==> src/cosu_pkg.sv <==
// Shared widths, types and codes of the cosine similarity unit.
package cosu_pkg;

    localparam int ELEMENT_BITS = 16;
    localparam int FRAC_BITS    = ELEMENT_BITS - 1;
    localparam int PROD_W       = 2 * ELEMENT_BITS;
    localparam int ACC_W        = 48;
    localparam int HALF_W       = ACC_W / 2;
    localparam int FULL_W       = 2 * ACC_W;
    localparam int WIDE_W       = FULL_W + 2 * FRAC_BITS + 2;
    localparam int Q_W          = ELEMENT_BITS;
    localparam int CNT_W        = $clog2(ELEMENT_BITS);
    localparam int STEP_W       = 3;

    localparam logic [STEP_W-1:0] MUL_STEP_LAST = '1;

    typedef logic signed [ELEMENT_BITS-1:0] elem_t;

    typedef enum logic [8:0] {
        S_ACCUM = 9'b000000001,
        S_DRAIN = 9'b000000010,
        S_SETUP = 9'b000000100,
        S_MUL   = 9'b000001000,
        S_MWAIT = 9'b000010000,
        S_INIT  = 9'b000100000,
        S_TERM  = 9'b001000000,
        S_TEST  = 9'b010000000,
        S_DONE  = 9'b100000000
    } state_t;

    typedef struct packed {
        logic              take;
        logic              setup;
        logic              mul_en;
        logic [STEP_W-1:0] mul_step;
        logic              wide_init;
        logic              term;
        logic              test;
        logic [CNT_W-1:0]  bit_idx;
        logic              load_out;
    } cmd_t;

    typedef struct packed {
        logic zero_norm;
        logic out_free;
    } sts_t;

endpackage

==> src/cosu_ctrl.sv <==
// Controller state machine that sequences accumulate, multiply, root-divide and output.
module cosu_ctrl import cosu_pkg::*;
(
    input  logic clk,
    input  logic rst_n,
    input  logic in_valid,
    input  logic last_element,
    output logic in_ready,
    input  sts_t sts,
    output cmd_t cmd
);

    state_t           state_reg, state_next;
    logic [CNT_W-1:0] cnt_reg, cnt_next;

    always_ff @(posedge clk or negedge rst_n)
    begin
        if (!rst_n)
        begin
            state_reg <= S_ACCUM;
            cnt_reg   <= '0;
        end
        else
        begin
            state_reg <= state_next;
            cnt_reg   <= cnt_next;
        end
    end

    always_comb
    begin
        state_next = state_reg;
        cnt_next   = cnt_reg;
        in_ready   = 1'b0;
        cmd        = '0;
        cmd.bit_idx  = cnt_reg;
        cmd.mul_step = cnt_reg[STEP_W-1:0];
        unique case (state_reg)
            S_ACCUM:
            begin
                in_ready = 1'b1;
                cmd.take = in_valid;
                if (in_valid && last_element)
                begin
                    state_next = S_DRAIN;
                end
            end
            S_DRAIN:
            begin
                state_next = S_SETUP;
            end
            S_SETUP:
            begin
                cmd.setup = 1'b1;
                cnt_next  = '0;
                if (sts.zero_norm)
                begin
                    state_next = S_DONE;
                end
                else
                begin
                    state_next = S_MUL;
                end
            end
            S_MUL:
            begin
                cmd.mul_en = 1'b1;
                cnt_next   = cnt_reg + CNT_W'(1);
                if (cnt_reg[STEP_W-1:0] == MUL_STEP_LAST)
                begin
                    state_next = S_MWAIT;
                end
            end
            S_MWAIT:
            begin
                state_next = S_INIT;
            end
            S_INIT:
            begin
                cmd.wide_init = 1'b1;
                cnt_next      = CNT_W'(FRAC_BITS);
                state_next    = S_TERM;
            end
            S_TERM:
            begin
                cmd.term   = 1'b1;
                state_next = S_TEST;
            end
            S_TEST:
            begin
                cmd.test = 1'b1;
                if (cnt_reg == '0)
                begin
                    state_next = S_DONE;
                end
                else
                begin
                    cnt_next   = cnt_reg - CNT_W'(1);
                    state_next = S_TERM;
                end
            end
            S_DONE:
            begin
                if (sts.out_free)
                begin
                    cmd.load_out = 1'b1;
                    state_next   = S_ACCUM;
                end
            end
            default:
            begin
                state_next = S_ACCUM;
            end
        endcase
    end

    a_last_drains: assert property (@(posedge clk) disable iff (!rst_n)
        (cmd.take && last_element) |=> (state_reg == S_DRAIN))
        else $error("last word did not start the drain");

    a_root_ends: assert property (@(posedge clk) disable iff (!rst_n)
        (state_reg == S_TEST && cnt_reg == '0) |=> (state_reg == S_DONE))
        else $error("root search did not end after the lowest bit");

endmodule

==> config.mk <==
export PLATFORM = sky130hd
export DESIGN_NAME = cosu_ctrl
export DESIGN_NICKNAME = d
export VERILOG_FILES = /design/src/cosu_pkg.sv /design/src/cosu_ctrl.sv
export SDC_FILE = /design/constraint.sdc
export NUM_CORES = 1
export LEC_CHECK = 0
export ABC_AREA = 0
export BUFFER_PORTS_ARGS = -buffer_cell sky130_fd_sc_hd__buf_2
export CORE_MARGIN = 2
export CORE_UTILIZATION = 59
export CTS_BUF_LIST = sky130_fd_sc_hd__clkbuf_4 sky130_fd_sc_hd__clkbuf_8
export CTS_CLUSTER_DIAMETER = 120
export DETAILED_ROUTE_END_ITERATION = 8
export GPL_TIMING_DRIVEN = 1
export PLACE_DENSITY = 0.86
export SYNTH_ARGS = -nofsm -noshare
export SYNTH_HDL_FRONTEND = slang
export SYNTH_SLANG_ARGS = --single-unit
==> constraint.sdc <==
create_clock -name clk -period 3.3 [get_ports clk]
set_input_delay 0.495 -clock clk [delete_from_list [all_inputs] [get_ports clk]]
set_output_delay 0.495 -clock clk [all_outputs]
set_load 0.05 [all_outputs]
* Yosys cells after proc, flatten, opt, wreduce, memory -nomap -nowiden
Cells that the tools add are included.
Word-level totals: output and inout port bits 15, input bits 6, word-level logic and storage cells 40, flip-flop bits (word level) 13
Cells by class: reductions and logical operators 5, equal/unequal tests 14, add/sub/neg operators 2, mux-type cells 17
Operators with widths (number):
- $pmux 9 s9 | 1
- $mux 9 | 5
- $pmux 4 s4 | 1
- $eq 9x1->1 const B | 1
- $eq 9x2->1 const B | 1
- $eq 9x3->1 const B | 1
- $eq 9x4->1 const B | 1
- $eq 9x5->1 const B | 1
- $eq 9x6->1 const B | 1
- $eq 9x7->1 const B | 1
- $eq 9x8->1 const B | 1
- $eq 9x9->1 const B | 1
- $mux 1 | 9
- $ne 2x2->1 const B | 4
- $add 4x1->4 const B | 1
- $logic_not 4->1 | 1
- $mux 4 | 1
- $reduce_bool 4->1 | 1
- $sub 4x1->4 const B | 1
- $eq 3x3->1 const B | 1
- $reduce_and 3->1 | 1
- $reduce_and 2->1 | 1
- $logic_and 1x1->1 | 1

* Longest topological paths before layout
Gate-level depths: netlist (run 1).
depth in word-level cells 3, gate-level depth with buffers 10

* Least setup slack after synthesis (run 1)
Ideal clock, no wire load.
kind register -> output, start reg state_reg[0], end out cmd[0] (netlist name), cell stages (with the launch flop) 5, path slack 208 ps, data required time 2805 ps, arrival time 2597 ps, path through dfstp_2 > buf_2 > nor4_2 > nand2_1 > nor4b_1
RTL lines:
- start: declaration | line cosu_ctrl.sv:13 | state_t state_reg, state_next;
- start signal: assignment | line cosu_ctrl.sv:25 | state_reg <= state_next;
- end: declaration | line cosu_ctrl.sv:10 | output cmd_t cmd

==> results of run 1 <==
cell usage in the layout (no fill, tap or decap), drive strengths merged, types with 3 or more instances in the layout:
cell type	instances
clkbuf	4
inv	7
nand2b	3
nor2	7
dfrtp	12
o21ai	10
nor3	3
nand3	3
nand4	4
buf	20
nand2	6
critical path, cell delays in order, from the launching register on:
cell and delay, ns:
dfrtp_1 0.47, nor3_1 0.57, nand3_1 0.23, nor3b_2 0.27, and2_1 0.16, buf_2 0.25
logic make-up after synthesis:
| family | Yosys count | synth area share [%] |
|---|---|---|
| simple gates | 40 | 26.0 |
| compound gates | 24 | 19.0 |
| buf+inv | 13 | 7.52 |
| flops | 13 | 35.7 |
| fa+ha+maj | 4 | 6.16 |
| xor+xnor | 3 | 2.87 |
| mux | 2 | 2.74 |
metal layers:
metal | routed length, µm | share of wire [%]
met1 | 868 | 42
met2 | 1020 | 49
met3 | 159 | 7.7
met4 | 21 | 1.0
met5 | 0 | 0
final timing paths:
| kind | from | to | slack, ns | cells past startpoint |
|---|---|---|---|---|
| worst max-delay path | state_reg[5] | cmd[13] | 0.58 | 5 |
| worst min-delay path | rst_n | cnt_reg[3] | 0.09 | 1 |
| worst max register to register | state_reg[8] | cnt_reg[3] | 0.67 | 9 |
| worst min register to register | state_reg[8] | state_reg[5] | 0.53 | 1 |
| max in group asynchronous | rst_n | state_reg[0] | 2.92 | 1 |
| min in group clk | sts[1] | state_reg[3] | 0.44 | 2 |
per-stage QoR:
stage | area, µm² | hold slack, ns | utilization [%] | worst slack [ns] | total power, mW
final | 1020 | 0.0883 | 69.5 | 0.582 | 0.464
after global routing | 1020 | 0.112 | 69.5 | 0.436 | 0.488
after CTS | 1020 | 0.0988 | 69.5 | 0.644 | 0.462
after detailed placement | 992 | 0.395 | 67.4 | 0.744 | 0.357
after global placement | 992 | 0.397 | 67.4 | 0.888 | 0.353
after floorplan | 915 | 0.199 | - | 0.208 | 0.324
area by class of cell:
type / count / area, µm²
multi-input cells: 73 / 519
fillers: 125 / 449
flip-flops and latches: 13 / 327
repair buffers: 20 / 100
clock buffers: 4 / 30.0
inverters: 7 / 26.3
well taps: 16 / 20.0
where the power goes:
part           leakage [nW]  internal (mW)  switching (mW)  total, mW
Sequential            0.177          0.174          0.0214      0.195
Combinational         0.345         0.0549           0.105      0.160
Clock                0.0184         0.0551          0.0535      0.109
==> metrics, run 1 <==
Power Density 454 nW/µm²; Die W 43.4 µm; DR pass1 iterations 4; max reg flops 9; top-count cell post-synth dfrtp_1; initial core utilization 62.2%; Worst-path clk slew 0.08 ns; Arr. time, crit path 2.22 ns; DP Cell Count 129; post_cts resized 0; Routed Antenna Nets 0; setup bufs post-CTS 0; Die H 43.4 µm; first-pass GRT wire length 3550 µm; Period minus WS final 2.72 ns; drt wl/cell 15.5 µm; # rows 14; critical path type reg2out; Clock Skew 0.00640 ns; IO Port Bufs 20; All-Layer GR Usage 24.8%; Netlist cell types 45; initial antenna violation count 0; Worst-Margin Slew 0.722 ns; Rel. slew slack 51.4%; met2 Use GR 39.7%; sum of negative setup slack 0 ns; Yosys reg bits 13; pin count of the biggest net entering global routing 14; status completed; Vias/cell 6.50; count of pins over their slew limit 0; vias in the first global route 810; routability cong. 0.872; mapped cell area 915 µm²; post-synth top area cell dfrtp_1; Post-synth EDFFs 0; ranking of synthesized cells by area dfrtp_1, o21ai_0, a311oi_4; leakage 0.541 nW; Layout Area Growth over Synthesis 11.8%; TritonCTS clock tree yes; CORE AREA 1470 µm²; period utilization 82.3%; Max VDD drop 382 µV; 1st-iter DRT viols 32; Total Wirelength 2070 µm; Syn Area/Cell 9.24 µm²; post-synth top area share 32.8%; clock buffer depth 2; busiest grt layer met2; Seq/Total Area, Yosys 35.7%; die area 1880 µm²; crit end category primary output; share of cells above drive strength 1 26.5%; worst-skew pair later-pin latency 0.28 ns; IO Pins 21; RSZ-0062 raised after global routing false; max cap viols 0; fraction of registers with async set/reset 100%; Via Count 865; # diodes 0; Layout Cells excl Fill 133; Global Route met3 Usage 6.67%; FMAX 0.368 GHz; Required @ worst endpoint 2.80 ns; total grt overflow 0; Remaining DRCs 0; met1 Use GR 33.7%; most frequent cells after synthesis dfrtp_1, o21ai_0, nor2_1; Final Hold Vio Count 0; H-tree depth 1; Worst Path Max Fanout 8; Final nets 127; Finish-stage setup viols 0; syn_nets 108; Yosys warning count 0; DP HPWL 1530 µm; hold_buf cts 0; Num CTS Buffers 3; Post-Synthesis Cells 99; CP Launch Type register; Root Buffer clkbuf_4; Hold/Removal Path Class in2async; Primary FF master, synth dfrtp_1; clock sink total 13
No activity file was read; power rests on OpenSTA's default activity.
==> run 2: changes to the inputs <==
--- a/config.mk
+++ b/config.mk
@@ -8,12 +8,12 @@
 export ABC_AREA = 0
 export BUFFER_PORTS_ARGS = -buffer_cell sky130_fd_sc_hd__buf_2
 export CORE_MARGIN = 2
-export CORE_UTILIZATION = 59
+export CORE_UTILIZATION = 55
 export CTS_BUF_LIST = sky130_fd_sc_hd__clkbuf_4 sky130_fd_sc_hd__clkbuf_8
 export CTS_CLUSTER_DIAMETER = 120
 export DETAILED_ROUTE_END_ITERATION = 8
 export GPL_TIMING_DRIVEN = 1
-export PLACE_DENSITY = 0.86
+export PLACE_DENSITY = 0.81
 export SYNTH_ARGS = -nofsm -noshare
 export SYNTH_HDL_FRONTEND = slang
 export SYNTH_SLANG_ARGS = --single-unit
==> constraint.sdc (replaced) <==
create_clock -name clk -period 2.65 [get_ports clk]
set_input_delay 0.3975 -clock clk [delete_from_list [all_inputs] [get_ports clk]]
set_output_delay 0.3975 -clock clk [all_outputs]
set_load 0.05 [all_outputs]
==> run 2 against run 1 <==
Net effect: via count shrank 4.9%; sequential power grew 23%; global-route usage down 2.1 points; power rose by 26%; critical endpoint unchanged; largest cell class unchanged.
==> metrics, run 2 (synthesis results as in run 1) <==
setup bufs post-CTS 0; H-tree depth 1; total grt overflow 0; drt wl/cell 14.4 µm; status completed; Via Count 823; All-Layer GR Usage 22.6%; max reg flops 9; # rows 14; Remaining DRCs 0; Register Area 327 µm²; most frequent cells in the layout buf_2, dfrtp_1, o21ai_0, nor2_1, nand2_1; RSZ-0062 raised after global routing false; Layout Area Growth over Synthesis 14.9%; Finish-stage setup viols 0; Final Hold Vio Count 0; worst-skew pair later-pin latency 0.27 ns; initial core utilization 59.3%; period utilization 93.2%; footprint of the multi-input gates 526 µm²; FMAX 0.405 GHz; setup ws final 0.179 ns; pin count of the biggest net entering global routing 14; Total Wirelength 1950 µm; leakage 0.552 nW; die area 2010 µm²; count of pins over their slew limit 0; Die H 44.8 µm; critical path type reg2out; IO Port Bufs 20; WHS 0.00151 ns; Vias/cell 6.05; final instance area 1050 µm²; vias in the first global route 740; Max VDD drop 630 µV; Post-DP Area 1020 µm²; clock buffer depth 2; Final nets 130; most common cell after layout, fill and taps aside buf_2; CORE AREA 1540 µm²; hold_buf cts 0; DR pass1 iterations 4; max cap viols 0; DP HPWL 1480 µm; sum of negative setup slack 0 ns; Hold/Removal Path Class in2async; worst setup path startpoint state_reg[5]; DP Worst Slack 0.228 ns; Power Density 555 nW/µm²; launch point of the worst reg-to-reg path state_reg[2]; Required @ worst endpoint 2.25 ns; Die W 44.8 µm; routability cong. 0.876; initial antenna violation count 0; Root Buffer clkbuf_4; Worst Path Max Fanout 8; # diodes 0; Num CTS Buffers 3; Worst-path clk slew 0.09 ns; 1st-iter DRT viols 24; Clock Skew 0.00142 ns; Period minus WS final 2.47 ns; Arr. time, crit path 2.07 ns; CP Launch Type register; IO Pins 21; Final Util 68.2%; Rel. slew slack 66.1%; TritonCTS clock tree yes; Layout fillers 130; Routed Antenna Nets 0; crit end category primary output; clock sink total 13; first-pass GRT wire length 3260 µm; Worst-Margin Slew 0.505 ns; share of cells above drive strength 1 30.0%
## run 2: path summary, 6_finish.rpt
kind | depth (start not counted) | slack [ns] | end
worst max-delay path | 5 | 0.18 | cmd[13]
worst min-delay path | 1 | 0.002 | state_reg[1]
worst max register to register | 9 | 0.28 | cnt_reg[3]
worst min register to register | 1 | 0.52 | state_reg[5]
max in group asynchronous | 1 | 2.36 | state_reg[0]
min in group clk | 2 | 0.33 | state_reg[3]
## run 2: critical path, stage by stage, from the launching register on
cell and delay, ns:
dfrtp_1 0.47, nor3_1 0.48, nand3_1 0.19, nor3b_2 0.25
and2_1 0.15, buf_2 0.25
## run 2: through the flow
| stage | instances | power [mW] |
|---|---|---|
| after CTS | 136 | 0.588 |
| after detailed placement | 132 | 0.449 |
| after floorplan | 99 | 0.405 |
| after global placement | 132 | 0.445 |
| after global routing | 136 | 0.616 |
| final | 136 | 0.583 |
## run 2: final cells by class
cell class / count / share of cell area [%]
tap: 16 / 1.90
multi-input combinational: 73 / 50.0
inverter: 7 / 2.50
sequential: 13 / 31.1
clock buffer: 4 / 2.86
timing repair buffer: 23 / 11.7
## run 2: report_power, final
| group | internal [mW] | switching [mW] | total, mW |
|---|---|---|---|
| clock network | 0.0685 | 0.0683 | 0.137 |
| registers | 0.217 | 0.0232 | 0.240 |
| logic | 0.0721 | 0.134 | 0.206 |
| total | 0.357 | 0.226 | 0.583 |
## run 2: what timing repair did
item                                   in CTS  in global routing
setup endpoints to repair                   0                  1
endpoints found under the hold margin       0                  0
resized for setup                           0                  1
## run 2: metal layers
metal	up-vias	GRT usage (%)	share of wire (%)
met2	25	35.1	48
met3	2	4.80	5.6
li1	401	-	-
met4	0	5.88	0.72
met1	395	32.4	46
met5	-	0	0
